==> config.mk <==
export PLATFORM = sky130hd
export DESIGN_NAME = serial_adc_read_controller_top_flat
export DESIGN_NICKNAME = d
export VERILOG_FILES = /design/src/rtl/core/sarc_pkg.sv /design/src/rtl/core/sarc_if.sv /design/src/rtl/core/serial_adc_read_controller_top.sv /design/src/rtl/core/sarc_in_stage.sv /design/src/rtl/core/sarc_seq.sv /design/src/rtl/core/sarc_out_reg.sv /design/src/flat_wrapper.sv
export SDC_FILE = /design/constraint.sdc
export NUM_CORES = 1
export LEC_CHECK = 0
export BUFFER_PORTS_ARGS = -buffer_cell sky130_fd_sc_hd__buf_2
export CELL_PAD_IN_SITES_DETAIL_PLACEMENT = 1
export CELL_PAD_IN_SITES_GLOBAL_PLACEMENT = 1
export CORE_AREA = 2 2 86 129
export CTS_BUF_LIST = sky130_fd_sc_hd__clkbuf_8 sky130_fd_sc_hd__clkbuf_16
export CTS_CLUSTER_SIZE = 20
export DETAILED_ROUTE_END_ITERATION = 7
export DIE_AREA = 0 0 88 131
export PLACE_DENSITY_LB_ADDON = 0.1
export REMOVE_ABC_BUFFERS = 1
export SETUP_SLACK_MARGIN = 0.02
export SYNTH_ARGS = -nofsm -noshare
export SYNTH_HDL_FRONTEND = slang
export SYNTH_SLANG_ARGS = --single-unit
==> constraint.sdc <==
create_clock -name clk -period 3.64 [get_ports clk]
set_input_delay 0.728 -clock clk [delete_from_list [all_inputs] [get_ports clk]]
set_output_delay 0.728 -clock clk [all_outputs]
set_load 0.02 [all_outputs]
==> src/rtl/core/sarc_pkg.sv <==
// types, codes and constants of the serial adc read controller
// no dependencies; used by every other file of the block but assert_macros.svh
package sarc_pkg;

	localparam int DATA_BITS_DEF = 8;
	localparam int VALUE_W       = 8;
	localparam int HALF_W        = 8;
	localparam int CFG_IDX_W     = 1;
	localparam int CFG_DATA_W    = 8;

	localparam logic              MODE_RST = 1'b1;
	localparam logic [HALF_W-1:0] HALF_RST = 8'd2;

	typedef enum logic [CFG_IDX_W-1:0] {
		CFG_SINGLE_ENDED = 1'b0,
		CFG_HALF_PERIOD  = 1'b1
	} cfg_idx_t;

	// while running, odd phases hold the clock low, even phases high
	typedef enum logic [3:0] {
		PH_IDLE       = 4'd0,
		PH_START_LOW  = 4'd1,
		PH_START_HIGH = 4'd2,
		PH_MODE_LOW   = 4'd3,
		PH_MODE_HIGH  = 4'd4,
		PH_CHAN_LOW   = 4'd5,
		PH_CHAN_HIGH  = 4'd6,
		PH_RELEASE    = 4'd7,
		PH_MSB_HIGH   = 4'd8,
		PH_MSB_LOW    = 4'd9,
		PH_LSB_HIGH   = 4'd10,
		PH_LSB_LOW    = 4'd11,
		PH_DONE       = 4'd12
	} phase_t;

	typedef struct packed {
		logic start_request;
		logic channel;
		logic dio_in;
	} in_item_t;

	typedef struct packed {
		logic               chip_select_n;
		logic               serial_clock;
		logic               dio_out;
		logic               busy_res;
		logic               done_res;
		logic [VALUE_W-1:0] value;
		logic               readings_match;
	} out_item_t;

endpackage

==> src/rtl/core/sarc_if.sv <==
// valid/ready channel interfaces for tick items and result items
// depends on sarc_pkg for the value width
interface sarc_in_if;
	logic valid;
	logic ready;
	logic start_request;
	logic channel;
	logic dio_in;

	modport source (output valid, output start_request, output channel, output dio_in,
		input ready);
	modport sink (input valid, input start_request, input channel, input dio_in,
		output ready);
endinterface

interface sarc_out_if;
	logic                         valid;
	logic                         ready;
	logic                         chip_select_n;
	logic                         serial_clock;
	logic                         dio_out;
	logic                         busy_res;
	logic                         done_res;
	logic [sarc_pkg::VALUE_W-1:0] value;
	logic                         readings_match;

	modport source (output valid, output chip_select_n, output serial_clock,
		output dio_out, output busy_res, output done_res, output value,
		output readings_match, input ready);
	modport sink (input valid, input chip_select_n, input serial_clock,
		input dio_out, input busy_res, input done_res, input value,
		input readings_match, output ready);
endinterface

==> src/rtl/core/serial_adc_read_controller_top.sv <==
// top level of the serial adc read controller
// depends on sarc_pkg, sarc_if, sarc_in_stage, sarc_seq and sarc_out_reg
//
// Tick-stepped master for a two-channel 8-bit serial converter. Every transfer on
// in_ch is one tick of the pin sequencer and yields exactly one transfer on out_ch
// carrying the chip select, clock and data drive levels for that tick, plus busy,
// done and, on the done tick, the value and the match flag. A start request while
// idle lowers chip select, sends start, mode and channel bits, then reads the
// result msb first and lsb first; value is 0 when the two readings differ.
// One tick is accepted every clock cycle unless the result channel stalls. Ticks
// pass the input register, the sequencer step, then the result register; the
// input register can take a new tick while the previous result waits. The user
// writes configuration (cfg_we, cfg_index, cfg_data) between sequences; the
// block does not enforce it. Index 0 is the single-ended mode bit, index 1 the
// half clock period in ticks (0 counts as 1).
module serial_adc_read_controller_top #(
	parameter int DATA_BITS = sarc_pkg::DATA_BITS_DEF
) (
	input  logic                            clk,
	input  logic                            arst_n,
	sarc_in_if.sink                         in_ch,
	sarc_out_if.source                      out_ch,
	input  logic                            cfg_we,
	input  logic [sarc_pkg::CFG_IDX_W-1:0]  cfg_index,
	input  logic [sarc_pkg::CFG_DATA_W-1:0] cfg_data
);

	// configuration registers
	logic                        mode_q;
	logic [sarc_pkg::HALF_W-1:0] half_q;

	// stage one: the accepted tick waiting for the sequencer
	logic                valid_s1;
	sarc_pkg::in_item_t  item_s1;

	// sequencer step and result register handshake
	sarc_pkg::out_item_t result;
	logic                can_load;
	logic                advance;

	// a tick steps the sequencer once the result register has room
	assign advance = valid_s1 && can_load;

	always_ff @(posedge clk or negedge arst_n) begin
		if (!arst_n) begin
			mode_q <= sarc_pkg::MODE_RST;
			half_q <= sarc_pkg::HALF_RST;
		end else if (cfg_we) begin
			case (sarc_pkg::cfg_idx_t'(cfg_index))
				sarc_pkg::CFG_SINGLE_ENDED: mode_q <= cfg_data[0];
				sarc_pkg::CFG_HALF_PERIOD:  half_q <= cfg_data[sarc_pkg::HALF_W-1:0];
				default: begin
					mode_q <= mode_q;
				end
			endcase
		end
	end

	// input register
	sarc_in_stage u_in_stage (
		.clk      (clk),
		.arst_n   (arst_n),
		.in_ch    (in_ch),
		.advance  (advance),
		.valid_s1 (valid_s1),
		.item_s1  (item_s1)
	);

	// phase sequencer, divider and both shift registers
	sarc_seq #(
		.DATA_BITS (DATA_BITS)
	) u_seq (
		.clk          (clk),
		.arst_n       (arst_n),
		.en           (advance),
		.item         (item_s1),
		.single_ended (mode_q),
		.half_ticks   (half_q),
		.result       (result)
	);

	// result register, one transfer per tick
	sarc_out_reg u_out_reg (
		.clk      (clk),
		.arst_n   (arst_n),
		.load     (advance),
		.result   (result),
		.can_load (can_load),
		.out_ch   (out_ch)
	);

endmodule

==> src/rtl/core/sarc_in_stage.sv <==
// input register of the controller: holds one accepted tick item
// depends on sarc_pkg and sarc_in_if
module sarc_in_stage (
	input  logic                clk,
	input  logic                arst_n,
	sarc_in_if.sink             in_ch,
	input  logic                advance,
	output logic                valid_s1,
	output sarc_pkg::in_item_t  item_s1
);

	logic take;

	assign in_ch.ready = !valid_s1 || advance;
	assign take        = in_ch.valid && in_ch.ready;

	always_ff @(posedge clk or negedge arst_n) begin
		if (!arst_n) begin
			valid_s1 <= 1'b0;
		end else if (take) begin
			valid_s1 <= 1'b1;
		end else if (advance) begin
			valid_s1 <= 1'b0;
		end
	end

	always_ff @(posedge clk) begin
		if (take) begin
			item_s1.start_request <= in_ch.start_request;
			item_s1.channel       <= in_ch.channel;
			item_s1.dio_in        <= in_ch.dio_in;
		end
	end

endmodule

==> src/rtl/core/sarc_seq.sv <==
// pin sequencer of the controller: phase, divider and shift state, one tick per enable
// depends on sarc_pkg
module sarc_seq #(
	parameter int DATA_BITS = sarc_pkg::DATA_BITS_DEF
) (
	input  logic                        clk,
	input  logic                        arst_n,
	input  logic                        en,
	input  sarc_pkg::in_item_t          item,
	input  logic                        single_ended,
	input  logic [sarc_pkg::HALF_W-1:0] half_ticks,
	output sarc_pkg::out_item_t         result
);

	localparam int CNT_W = $clog2(DATA_BITS + 1);
	localparam int EXT_W = (DATA_BITS > sarc_pkg::VALUE_W) ? DATA_BITS : sarc_pkg::VALUE_W;

	sarc_pkg::phase_t            ph_q, ph_eff, ph_n;
	logic [sarc_pkg::HALF_W-1:0] div_q, div_eff, div_n, div_inc, half_eff;
	logic [CNT_W-1:0]            cnt_q, cnt_eff, cnt_n, cnt_inc;
	logic [CNT_W:0]              lsb_pos;
	logic [DATA_BITS-1:0]        msb_q, msb_eff, msb_n;
	logic [DATA_BITS-1:0]        lsb_q, lsb_eff, lsb_n;
	logic                        chan_q, chan_eff;
	logic                        start_go, running, phase_end, match;
	logic [EXT_W-1:0]            msb_ext;

	// start while idle: the same tick already runs the first low phase
	always_comb begin
		start_go = (ph_q == sarc_pkg::PH_IDLE) && item.start_request;
		ph_eff   = start_go ? sarc_pkg::PH_START_LOW : ph_q;
		chan_eff = start_go ? item.channel : chan_q;
		div_eff  = start_go ? '0 : div_q;
		cnt_eff  = start_go ? '0 : cnt_q;
		msb_eff  = start_go ? '0 : msb_q;
		lsb_eff  = start_go ? '0 : lsb_q;
		running  = (ph_eff != sarc_pkg::PH_IDLE) && (ph_eff != sarc_pkg::PH_DONE);
		half_eff = (half_ticks == '0) ? sarc_pkg::HALF_W'(1) : half_ticks;
		div_inc  = div_eff + sarc_pkg::HALF_W'(1);
		phase_end = running && (div_inc >= half_eff);
		cnt_inc  = cnt_eff + CNT_W'(1);
		lsb_pos  = {1'b0, cnt_eff} + (CNT_W+1)'(1);
		match    = (msb_eff == lsb_eff);
		msb_ext  = EXT_W'(msb_eff);
	end

	// next state
	always_comb begin
		ph_n  = ph_eff;
		div_n = div_eff;
		cnt_n = cnt_eff;
		msb_n = msb_eff;
		lsb_n = lsb_eff;
		if (running) begin
			div_n = phase_end ? '0 : div_inc;
		end else begin
			ph_n  = sarc_pkg::PH_IDLE;
			div_n = (ph_eff == sarc_pkg::PH_DONE) ? '0 : div_eff;
		end
		if (phase_end) begin
			case (ph_eff)
				sarc_pkg::PH_MSB_LOW: begin
					msb_n = (msb_eff << 1) | DATA_BITS'(item.dio_in);
					if (cnt_inc >= CNT_W'(DATA_BITS)) begin
						// converter shares the last msb-first bit as lsb-first bit zero
						lsb_n = DATA_BITS'(item.dio_in);
						cnt_n = '0;
						ph_n  = sarc_pkg::PH_LSB_HIGH;
					end else begin
						cnt_n = cnt_inc;
						ph_n  = sarc_pkg::PH_MSB_HIGH;
					end
				end
				sarc_pkg::PH_LSB_LOW: begin
					for (int i = 0; i < DATA_BITS; i++) begin
						if (lsb_pos == (CNT_W+1)'(i)) begin
							lsb_n[i] = lsb_eff[i] | item.dio_in;
						end
					end
					cnt_n = cnt_inc;
					ph_n  = (cnt_inc >= CNT_W'(DATA_BITS)) ? sarc_pkg::PH_DONE
						: sarc_pkg::PH_LSB_HIGH;
				end
				default: begin
					ph_n = sarc_pkg::phase_t'(ph_eff + 4'd1);
				end
			endcase
		end
	end

	// pin levels and result of this tick
	always_comb begin
		result                = '0;
		result.chip_select_n  = 1'b1;
		result.dio_out        = 1'b1;
		case (ph_eff)
			sarc_pkg::PH_IDLE: begin
				result.chip_select_n = 1'b1;
			end
			sarc_pkg::PH_DONE: begin
				result.done_res       = 1'b1;
				result.readings_match = match;
				result.value          = match ? msb_ext[sarc_pkg::VALUE_W-1:0] : '0;
			end
			sarc_pkg::PH_MODE_LOW, sarc_pkg::PH_MODE_HIGH: begin
				result.dio_out = single_ended;
			end
			sarc_pkg::PH_CHAN_LOW, sarc_pkg::PH_CHAN_HIGH: begin
				result.dio_out = chan_eff;
			end
			default: begin
				result.dio_out = 1'b1;
			end
		endcase
		if (running) begin
			result.chip_select_n = 1'b0;
			result.busy_res      = 1'b1;
			result.serial_clock  = ~ph_eff[0];
		end
	end

	always_ff @(posedge clk or negedge arst_n) begin
		if (!arst_n) begin
			ph_q   <= sarc_pkg::PH_IDLE;
			div_q  <= '0;
			cnt_q  <= '0;
			msb_q  <= '0;
			lsb_q  <= '0;
			chan_q <= 1'b0;
		end else if (en) begin
			ph_q   <= ph_n;
			div_q  <= div_n;
			cnt_q  <= cnt_n;
			msb_q  <= msb_n;
			lsb_q  <= lsb_n;
			chan_q <= chan_eff;
		end
	end

endmodule

==> src/rtl/core/sarc_out_reg.sv <==
// result register of the controller, drives the result channel
// depends on sarc_pkg and sarc_out_if
module sarc_out_reg (
	input  logic                clk,
	input  logic                arst_n,
	input  logic                load,
	input  sarc_pkg::out_item_t result,
	output logic                can_load,
	sarc_out_if.source          out_ch
);

	logic               valid_q;
	sarc_pkg::out_item_t res_q;

	assign can_load = !valid_q || out_ch.ready;

	always_ff @(posedge clk or negedge arst_n) begin
		if (!arst_n) begin
			valid_q <= 1'b0;
		end else if (load) begin
			valid_q <= 1'b1;
		end else if (out_ch.ready) begin
			valid_q <= 1'b0;
		end
	end

	always_ff @(posedge clk) begin
		if (load) begin
			res_q <= result;
		end
	end

	assign out_ch.valid          = valid_q;
	assign out_ch.chip_select_n  = res_q.chip_select_n;
	assign out_ch.serial_clock   = res_q.serial_clock;
	assign out_ch.dio_out        = res_q.dio_out;
	assign out_ch.busy_res       = res_q.busy_res;
	assign out_ch.done_res       = res_q.done_res;
	assign out_ch.value          = res_q.value;
	assign out_ch.readings_match = res_q.readings_match;

endmodule

==> src/flat_wrapper.sv <==
// flat-port wrapper written by rule: the top's interface ports become plain ports
module serial_adc_read_controller_top_flat 
#(
	parameter int DATA_BITS = sarc_pkg::DATA_BITS_DEF
)
  (clk, arst_n, cfg_we, cfg_index, cfg_data, in_ch_valid, in_ch_start_request, in_ch_channel, in_ch_dio_in, in_ch_ready, out_ch_valid, out_ch_chip_select_n, out_ch_serial_clock, out_ch_dio_out, out_ch_busy_res, out_ch_done_res, out_ch_value, out_ch_readings_match, out_ch_ready);
  sarc_in_if in_ch_i ();
  sarc_out_if out_ch_i ();
  input  logic clk;
  input  logic arst_n;
  input  logic cfg_we;
  input  logic [sarc_pkg::CFG_IDX_W-1:0] cfg_index;
  input  logic [sarc_pkg::CFG_DATA_W-1:0] cfg_data;
  input wire logic [$bits(in_ch_i.valid)-1:0] in_ch_valid;
  input wire logic [$bits(in_ch_i.start_request)-1:0] in_ch_start_request;
  input wire logic [$bits(in_ch_i.channel)-1:0] in_ch_channel;
  input wire logic [$bits(in_ch_i.dio_in)-1:0] in_ch_dio_in;
  output wire logic [$bits(in_ch_i.ready)-1:0] in_ch_ready;
  output wire logic [$bits(out_ch_i.valid)-1:0] out_ch_valid;
  output wire logic [$bits(out_ch_i.chip_select_n)-1:0] out_ch_chip_select_n;
  output wire logic [$bits(out_ch_i.serial_clock)-1:0] out_ch_serial_clock;
  output wire logic [$bits(out_ch_i.dio_out)-1:0] out_ch_dio_out;
  output wire logic [$bits(out_ch_i.busy_res)-1:0] out_ch_busy_res;
  output wire logic [$bits(out_ch_i.done_res)-1:0] out_ch_done_res;
  output wire logic [$bits(out_ch_i.value)-1:0] out_ch_value;
  output wire logic [$bits(out_ch_i.readings_match)-1:0] out_ch_readings_match;
  input wire logic [$bits(out_ch_i.ready)-1:0] out_ch_ready;
  assign in_ch_i.valid = in_ch_valid;
  assign in_ch_i.start_request = in_ch_start_request;
  assign in_ch_i.channel = in_ch_channel;
  assign in_ch_i.dio_in = in_ch_dio_in;
  assign in_ch_ready = in_ch_i.ready;
  assign out_ch_valid = out_ch_i.valid;
  assign out_ch_chip_select_n = out_ch_i.chip_select_n;
  assign out_ch_serial_clock = out_ch_i.serial_clock;
  assign out_ch_dio_out = out_ch_i.dio_out;
  assign out_ch_busy_res = out_ch_i.busy_res;
  assign out_ch_done_res = out_ch_i.done_res;
  assign out_ch_value = out_ch_i.value;
  assign out_ch_readings_match = out_ch_i.readings_match;
  assign out_ch_i.ready = out_ch_ready;
  serial_adc_read_controller_top #(.DATA_BITS(DATA_BITS)) u_core (.clk(clk), .arst_n(arst_n), .in_ch(in_ch_i), .out_ch(out_ch_i), .cfg_we(cfg_we), .cfg_index(cfg_index), .cfg_data(cfg_data));
endmodule
---- After elaboration in Yosys (flattened, before gate mapping) ----
Cells that the tools add are included.
cells by class
  add/sub/neg operators ................... 4
  multiply operators ...................... 0
  divide/modulo/power cells ............... 0
  $lt $le $gt $ge ......................... 2
  equal/unequal tests ..................... 16
  shift-type cells ........................ 0
  muxes and demuxes ....................... 40
  bitwise gates (word level) .............. 11
  reduce and logical (&&, ||, !) cells .... 20
operators with widths
  cell                                           count
  2-to-1 mux 8 bit                               12
  2-to-1 mux 4 bit                               6
  == test 5 x 3 -> 1 bit, second input constant  4
  one-hot mux 4 bit (2 select lines)             2
  one-hot mux 8 bit (2 select lines)             1
  2-to-1 mux 1 bit                               14
  == test 4 x 3 -> 1 bit, second input constant  3
  == test 4 bit, second input constant           3
  == test 5 x 2 -> 1 bit, second input constant  2
  2-to-1 mux 10 bit                              1
  adder 4 x 1 -> 4 bit, second input constant    2
  adder 8 x 1 -> 8 bit, second input constant    1
  == test 8 bit                                  1
  >= comparator 8 bit                            1
  zero test 8 bit                                1
  OR 1 bit                                       8
  OR 8 x 1 -> 8 bit                              1
  AND reduction 2 bit                            3
  adder 4 x 1 -> 5 bit, second input constant    1
  == test 5 x 1 -> 1 bit, second input constant  1
  logical AND 1 bit                              5
  zero test 5 bit                                1
  == test 4 x 2 -> 1 bit, second input constant  1
  >= comparator 4 bit, second input constant     1
  other kinds (11)                               17
storage, ports and cells
  register bits after elaboration ......... 61
  bits in latches ......................... 0
  bits in writable memories ............... 0
  ROM bits ................................ 0
  bits of input ports ..................... 17
  output and inout port bits .............. 16
  word-level logic and storage cells ...... 113
  memories kept ........................... 0

---- Depth between registers and ports, before layout ----
  word-level depth ........................ 8
  gate-level depth with buffers ........... 17
  depth with buffers taken out ............ 14

---- Modules after synthesis ----
From an unflattened synthesis, not the netlist that was laid out.
second synthesis, totals
  cell total of the unflattened synthesis .. 283
  area total of the unflattened synthesis .. 3,214.3 um2
modules (own cells, without submodules)
  module                          instances  cells each  area an instance (um2)  seq. area each (um2)
  sarc_seq                        1          238         2,254.7                 825.8
  sarc_out_reg                    1          17          467.9                   445.4
  serial_adc_read_controller_top  1          21          347.8                   227.7
  sarc_in_stage                   1          7           143.9                   115.1

---- Worst setup path before layout ----
OpenSTA, ideal clock, no wires.
  path kind ............................... reg2reg
  from .................................... register u_core.u_seq.ph_q[3]
  to ...................................... register u_core.u_seq.msb_q[0]
  library setup time ...................... 0.126 ns
  arrival ................................. 3.256 ns
  data required time ...................... 3.514 ns
  setup slack ............................. 0.257 ns
  cell stages (with the launch flop) ...... 15
  path buffers ............................ 2
  period minus slack after synthesis ...... 3.383 ns
  cells stage by stage .................... dfrtp_1 buf_2 nor3b_1 nand2_1 clkbuf_1 and2_1 ha_1 nand3_1 xor2_1 nor2_1 ha_1 nand2_1 o31ai_4 nand2b_1 a311o_1
between the ends
  cells in the longest elaborated chain, start to end .. 7
  elaborated cells between the ends (all ways) .. 14
  those cells by class .................... add/sub (1); order compare (1); eq/ne (2); mux (5); reduce/logical (5)
RTL lines
  element                                                   RTL line                        source
  start, declared                                           sarc_seq.sv:18                  sarc_pkg::phase_t ph_q, ph_eff, ph_n;
  start signal, assigned                                    sarc_seq.sv:124                 ph_q <= sarc_pkg::PH_IDLE;
  start signal, assigned                                    sarc_seq.sv:131                 ph_q <= ph_n;
  zero test 4 bit                                           sarc_seq.sv:30                  start_go = (ph_q == sarc_pkg::PH_IDLE) && item.start_request;
  logical AND 1 bit                                         sarc_seq.sv:30
  2-to-1 mux 8 bit or 2-to-1 mux 4 bit (tied branches)      sarc_seq.sv:33, sarc_seq.sv:31
  adder 8 x 1 -> 8 bit, or another cell as far along        sarc_seq.sv:39                  div_inc = div_eff + sarc_pkg::HALF_W'(1);
  >= comparator 8 bit or logical AND 1 bit (tied branches)  sarc_seq.sv:40, sarc_seq.sv:37
  logical AND 1 bit                                         sarc_seq.sv:40                  phase_end = running && (div_inc >= half_eff);
  2-to-1 mux 8 bit (*)                                      sarc_seq.sv:60                  if (phase_end) begin
  end signal, assigned                                      sarc_seq.sv:134                 msb_q <= msb_n;
  end, declared                                             sarc_seq.sv:22                  logic [DATA_BITS-1:0] msb_q, msb_eff, msb_n;
Mark *: on every way between the ends. The rest lies on a longest branch, timed or not.
A chain may end at the register's enable or synchronous reset.

---- Worst setup path after layout ----
  from .................................... register u_core.u_in_stage.item_s1[2] (netlist name)
  to ...................................... register u_core.u_seq.ph_q[1]
between the ends
  cells in the longest elaborated chain, start to end .. 7
  elaborated cells between the ends (all ways) .. 20
  those cells by class .................... add/sub (3); order compare (2); eq/ne (3); mux (8); reduce/logical (4)
RTL lines
  element                                                       RTL line
  logical AND 1 bit (*)                                         sarc_seq.sv:30
  branches (longest 5 deep; another with adder 8 x 1 -> 8 bit)  --
  2-to-1 mux 4 bit (*)                                          sarc_seq.sv:60
Every way passes the cells marked *.

==> impl_metrics.json <==
{
  "outcome": "finished, final reports clean",
  "dp_slack_ns": 0.0866,
  "switching_share_pct": 38.0,
  "post-layout-total-power_mw": 3.05,
  "critPathMaxStageDelay_ns": 0.44,
  "required_time_of_the_worst_setup_path_ns": 3.85,
  "cts_made_buffers": 9,
  "power_density_nw_per_um2": 708,
  "cp_max_fo": 5,
  "grt_max_degree": 45,
  "hold_path.class": "reg2reg",
  "route.detailed.wl_per_inst_um": 18.1,
  "net-switching-power_mw": 1.16,
  "global_route.usage.total_pct": 18.6,
  "worstPathArrival_ns": 3.56,
  "yosysSeqAreaShare_pct": 44.3,
  "setup.worst_path.start_class": "flop",
  "area_growth_syn_to_layout_pct": 18.3,
  "floorplan.rows": 46,
  "number_of_storage_elements_in_the_synthesis_netlist": 61,
  "fin_worst_hold_slack_ns": 0.504,
  "io_buffer_count": 32,
  "clock_tree.htree_level_count": 3,
  "root_buffer": "clkbuf_16",
  "globalRouteOverflowTotal": 0,
  "floorplan.io_pins": 33,
  "core_area_um2": 10400,
  "ys.warnings.count": 0,
  "post_layout_minimum_cycle_time_ns": 3.35,
  "cts_max_path_buffers": 2,
  "dpl.hpwl_mm": 7.22,
  "grt_pass1_vias": 3127,
  "vias_per_cell": 5.37,
  "detailedRoute.firstIterationViolations": 96,
  "nets": 422,
  "final.setup_skew_ns": 0.00712,
  "synth_area_um2": 3640,
  "synthArstFlopShare_pct": 72.1,
  "floorplan.die.width_um": 88,
  "grt_pass1_wl_mm": 16.3,
  "sequentialPowerShare_pct": 33.2,
  "setup_repair_after_global_routing_missed_its_margin": "false",
  "final_layout_size_suffix_gt1_share_pct": 23.2,
  "route.vias.total": 2903,
  "achievable-frequency_mhz": 299,
  "worst_pin_slew_ns": 1.05,
  "dieArea_um2": 11500,
  "antenna_found_initial": 0,
  "clockPowerShare_pct": 27.8,
  "syn-mean-instance-area_um2": 10.4,
  "cpMaxStageDelayCell": "nor3_1",
  "number_of_setup_violations_in_the_final_report": 0,
  "critical_path.endpoint_type": "flop",
  "cell_internal_pwr_mw": 1.89,
  "share_of_the_clock_period_used_by_the_worst_path_after_layout_pct": 91.9,
  "cts_tree": "yes",
  "fp.dieH_um": 131,
  "post-route-drc-count": 0,
  "ant_nets": 0,
  "r2r.worst_path.cells": 14,
  "detailedRoute.firstPassIterationCount": 4,
  "postSynthCellCount": 350,
  "clkSlewWorstSetupHoldPaths_ns": 0.05,
  "clk_latency_ns": 0.33,
  "sink_count": 61,
  "power.combinational.fraction_pct": 39.0,
  "wl_mm": 9.77,
  "synth-main-ff-cell": "dfrtp_1",
  "synth-edff-count": 17,
  "diodes": 0,
  "slew_viol_final": 0,
  "ys_types": 63,
  "worstPathCellList": "nor3b_2 > nand2_1 > nand2_1 > inv_1 > ha_1 > nand2_1 > or3_1 > a21oi_1 > ha_1 > o21ai_0 > nor2b_1 > nor3_1 > nand2_1 > o311a_1",
  "routabilityCongestion": 0.811,
  "timing.slew.headroom_pct": 29.9,
  "hold_path_depth": 1,
  "timing.final.hold_violations": 0,
  "cell_with_the_most_instances_on_the_worst_path": "nand2_1",
  "setup_tns_ns": 0,
  "effective_utilization_at_floorplan_pct": 35.0,
  "worst_case_setup_margin_in_the_final_layout_ns": 0.294,
  "ir_drop_v": 0.000252,
  "maxCapViolations": 0,
  "crit_type": "reg2reg",
  "leakage_nw": 1.80
}
==> cell type report <==
cell class / count / area [um2]
inverters: 25 / 93.8
repair buffers: 47 / 273
well taps: 144 / 180
multi-input cells: 248 / 1860
clock inverters: 7 / 67.6
clock buffers: 9 / 225
fillers: 1196 / 6110
flip-flops and latches: 61 / 1610
==> layout by cell type (no fill, tap or decap), types with 7 or more instances in the layout <==
cell type  Yosys  routed
o21ai_0        8       8
xnor2_1        9       9
ha_1          13      13
nand4_1       17      17
a21oi_1        8       8
nand2_1       24      24
clkbuf_16      0       9
dfrtp_1       42      42
nor2_1        10      10
inv_1         25      26
buf_4          3      15
nand2b_1       9       9
nand3_1       13      13
edfxtp_1      17      17
nor4b_1        7       7
and2_1        18      18
mux2_2        11      11
a311o_1        7       7
buf_2          5      32
o211ai_1      14      14
a22o_1         7       7
==> logic make-up (layout without fill, tap and decap cells) <==
group,Yosys count,in the layout,share of synthesized area (%)
DFF,61,61,44.3
and+or+nand+nor,135,135,22.3
adders and majority gates,13,13,4.46
buffers and inverters,41,88,4.91
muxes,14,14,4.22
xor gates and xnor gates,13,13,3.12
AOI/OAI and AO/OA,73,73,16.7
==> final timing paths <==
kind | startpoint | slack (ns) | end
min in group asynchronous | arst_n | 0.59 | u_core.u_seq.div_q[1]$_DFFE_PN0P_
max in group asynchronous | arst_n | 2.40 | u_core.u_seq.lsb_q[4]$_DFFE_PN0P_
worst max-delay path | u_core.u_in_stage.item_s1[2]$_DFFE_PP_ | 0.29 | u_core.u_seq.ph_q[1]$_DFFE_PN0P_
worst max register to register | u_core.u_in_stage.item_s1[2]$_DFFE_PP_ | 0.29 | u_core.u_seq.ph_q[1]$_DFFE_PN0P_
worst min-delay path | u_core.half_q[3]$_DFFE_PN0P_ | 0.50 | u_core.half_q[3]$_DFFE_PN0P_
worst min register to register | u_core.half_q[3]$_DFFE_PN0P_ | 0.50 | u_core.half_q[3]$_DFFE_PN0P_
==> per-stage QoR <==
step,utilization (%),instance area (um2),instances
3_5_place_dp,38.5,4010,525
4_1_cts,41.3,4310,541
3_3_place_gp,38.5,4010,525
5_1_grt,41.4,4310,541
2_1_floorplan,-,3560,334
6_report,41.4,4310,541
==> registers in the layout, summed over array words and instances (netlist names), 3 cells and up <==
signal                         cells
u_core.u_out_reg.out_ch.value      8
u_core.u_in_stage.item_s1          3
u_core.u_seq.msb_q                 8
u_core.u_seq.cnt_q                 4
u_core.half_q                      8
u_core.u_seq.ph_q                  4
u_core.u_seq.lsb_q                 8
u_core.u_seq.div_q                 8
==> worst max-delay path, delay by kind of cell, from the launching register on <==
family | cells | cell delay, ns
buf+inv | 1 | 0.08
fa+ha+maj | 2 | 0.42
compound gates | 3 | 0.67
simple gates | 8 | 1.63
flops | 1 | 0.42
==> synth_stat cells (all sizes together), types with 2 or more instances <==
master,n,area [um2]
xor2,4,35.0
o21ai,8,40.0
xnor2,9,78.8
nand4,17,106
o31a,2,18.8
nand2b,10,70.1
a211o,2,17.5
nand2,24,90.1
inv,25,93.8
dfrtp,42,1050
and2,18,113
nor3b,3,22.5
dfstp,2,52.6
nor4,6,52.6
nor3,3,15.0
o21a,2,15.0
a21o,4,30.0
nor2b,4,25.0
a31o,2,17.5
a22o,7,61.3
and3,2,12.5
ha,13,163
a211oi,2,32.5
nor2,12,55.1
nand3,13,65.1
mux2,11,124
edfxtp,17,510
o22ai,2,12.5
o211ai,15,118
a311o,7,70.1
nor4b,7,61.3
nand3b,5,41.3
or3,5,31.3
a31oi,3,18.8
or2,2,15.0
a21oi,8,40.0
buf,9,58.8
mux2i,3,30.0
clkbuf,7,26.3
==> power by group through the flow <==
stage                     Sequential [mW]  Combinational [mW]  Clock [mW]
final                                1.01                1.19       0.847
after global routing                 1.04                1.33       0.896
after CTS                            1.02                1.21       0.868
after detailed placement             1.03                1.20           0
after global placement               1.02                1.18           0
after floorplan                      1.05               0.779           0
==> repair_timing <==
action / 4_1_cts / 5_1_grt
hold buffers: 0 / 0
gates resized for setup: 0 / 1
hold endpoints to repair: 0 / 0
setup endpoints to repair: 0 / 25
buffers inserted: 0 / 0
==> per-layer routing <==
| metal | global-route usage, % | wire (um) | vias up |
|---|---|---|---|
| li1 | - | - | 1392 |
| met1 | 21.3 | 4110 | 1457 |
| met2 | 34.3 | 5310 | 43 |
| met3 | 3.77 | 225 | 11 |
| met4 | 5.79 | 129 | 0 |
| met5 | 0 | 0 | - |
(Power assumes the default switching activity.)
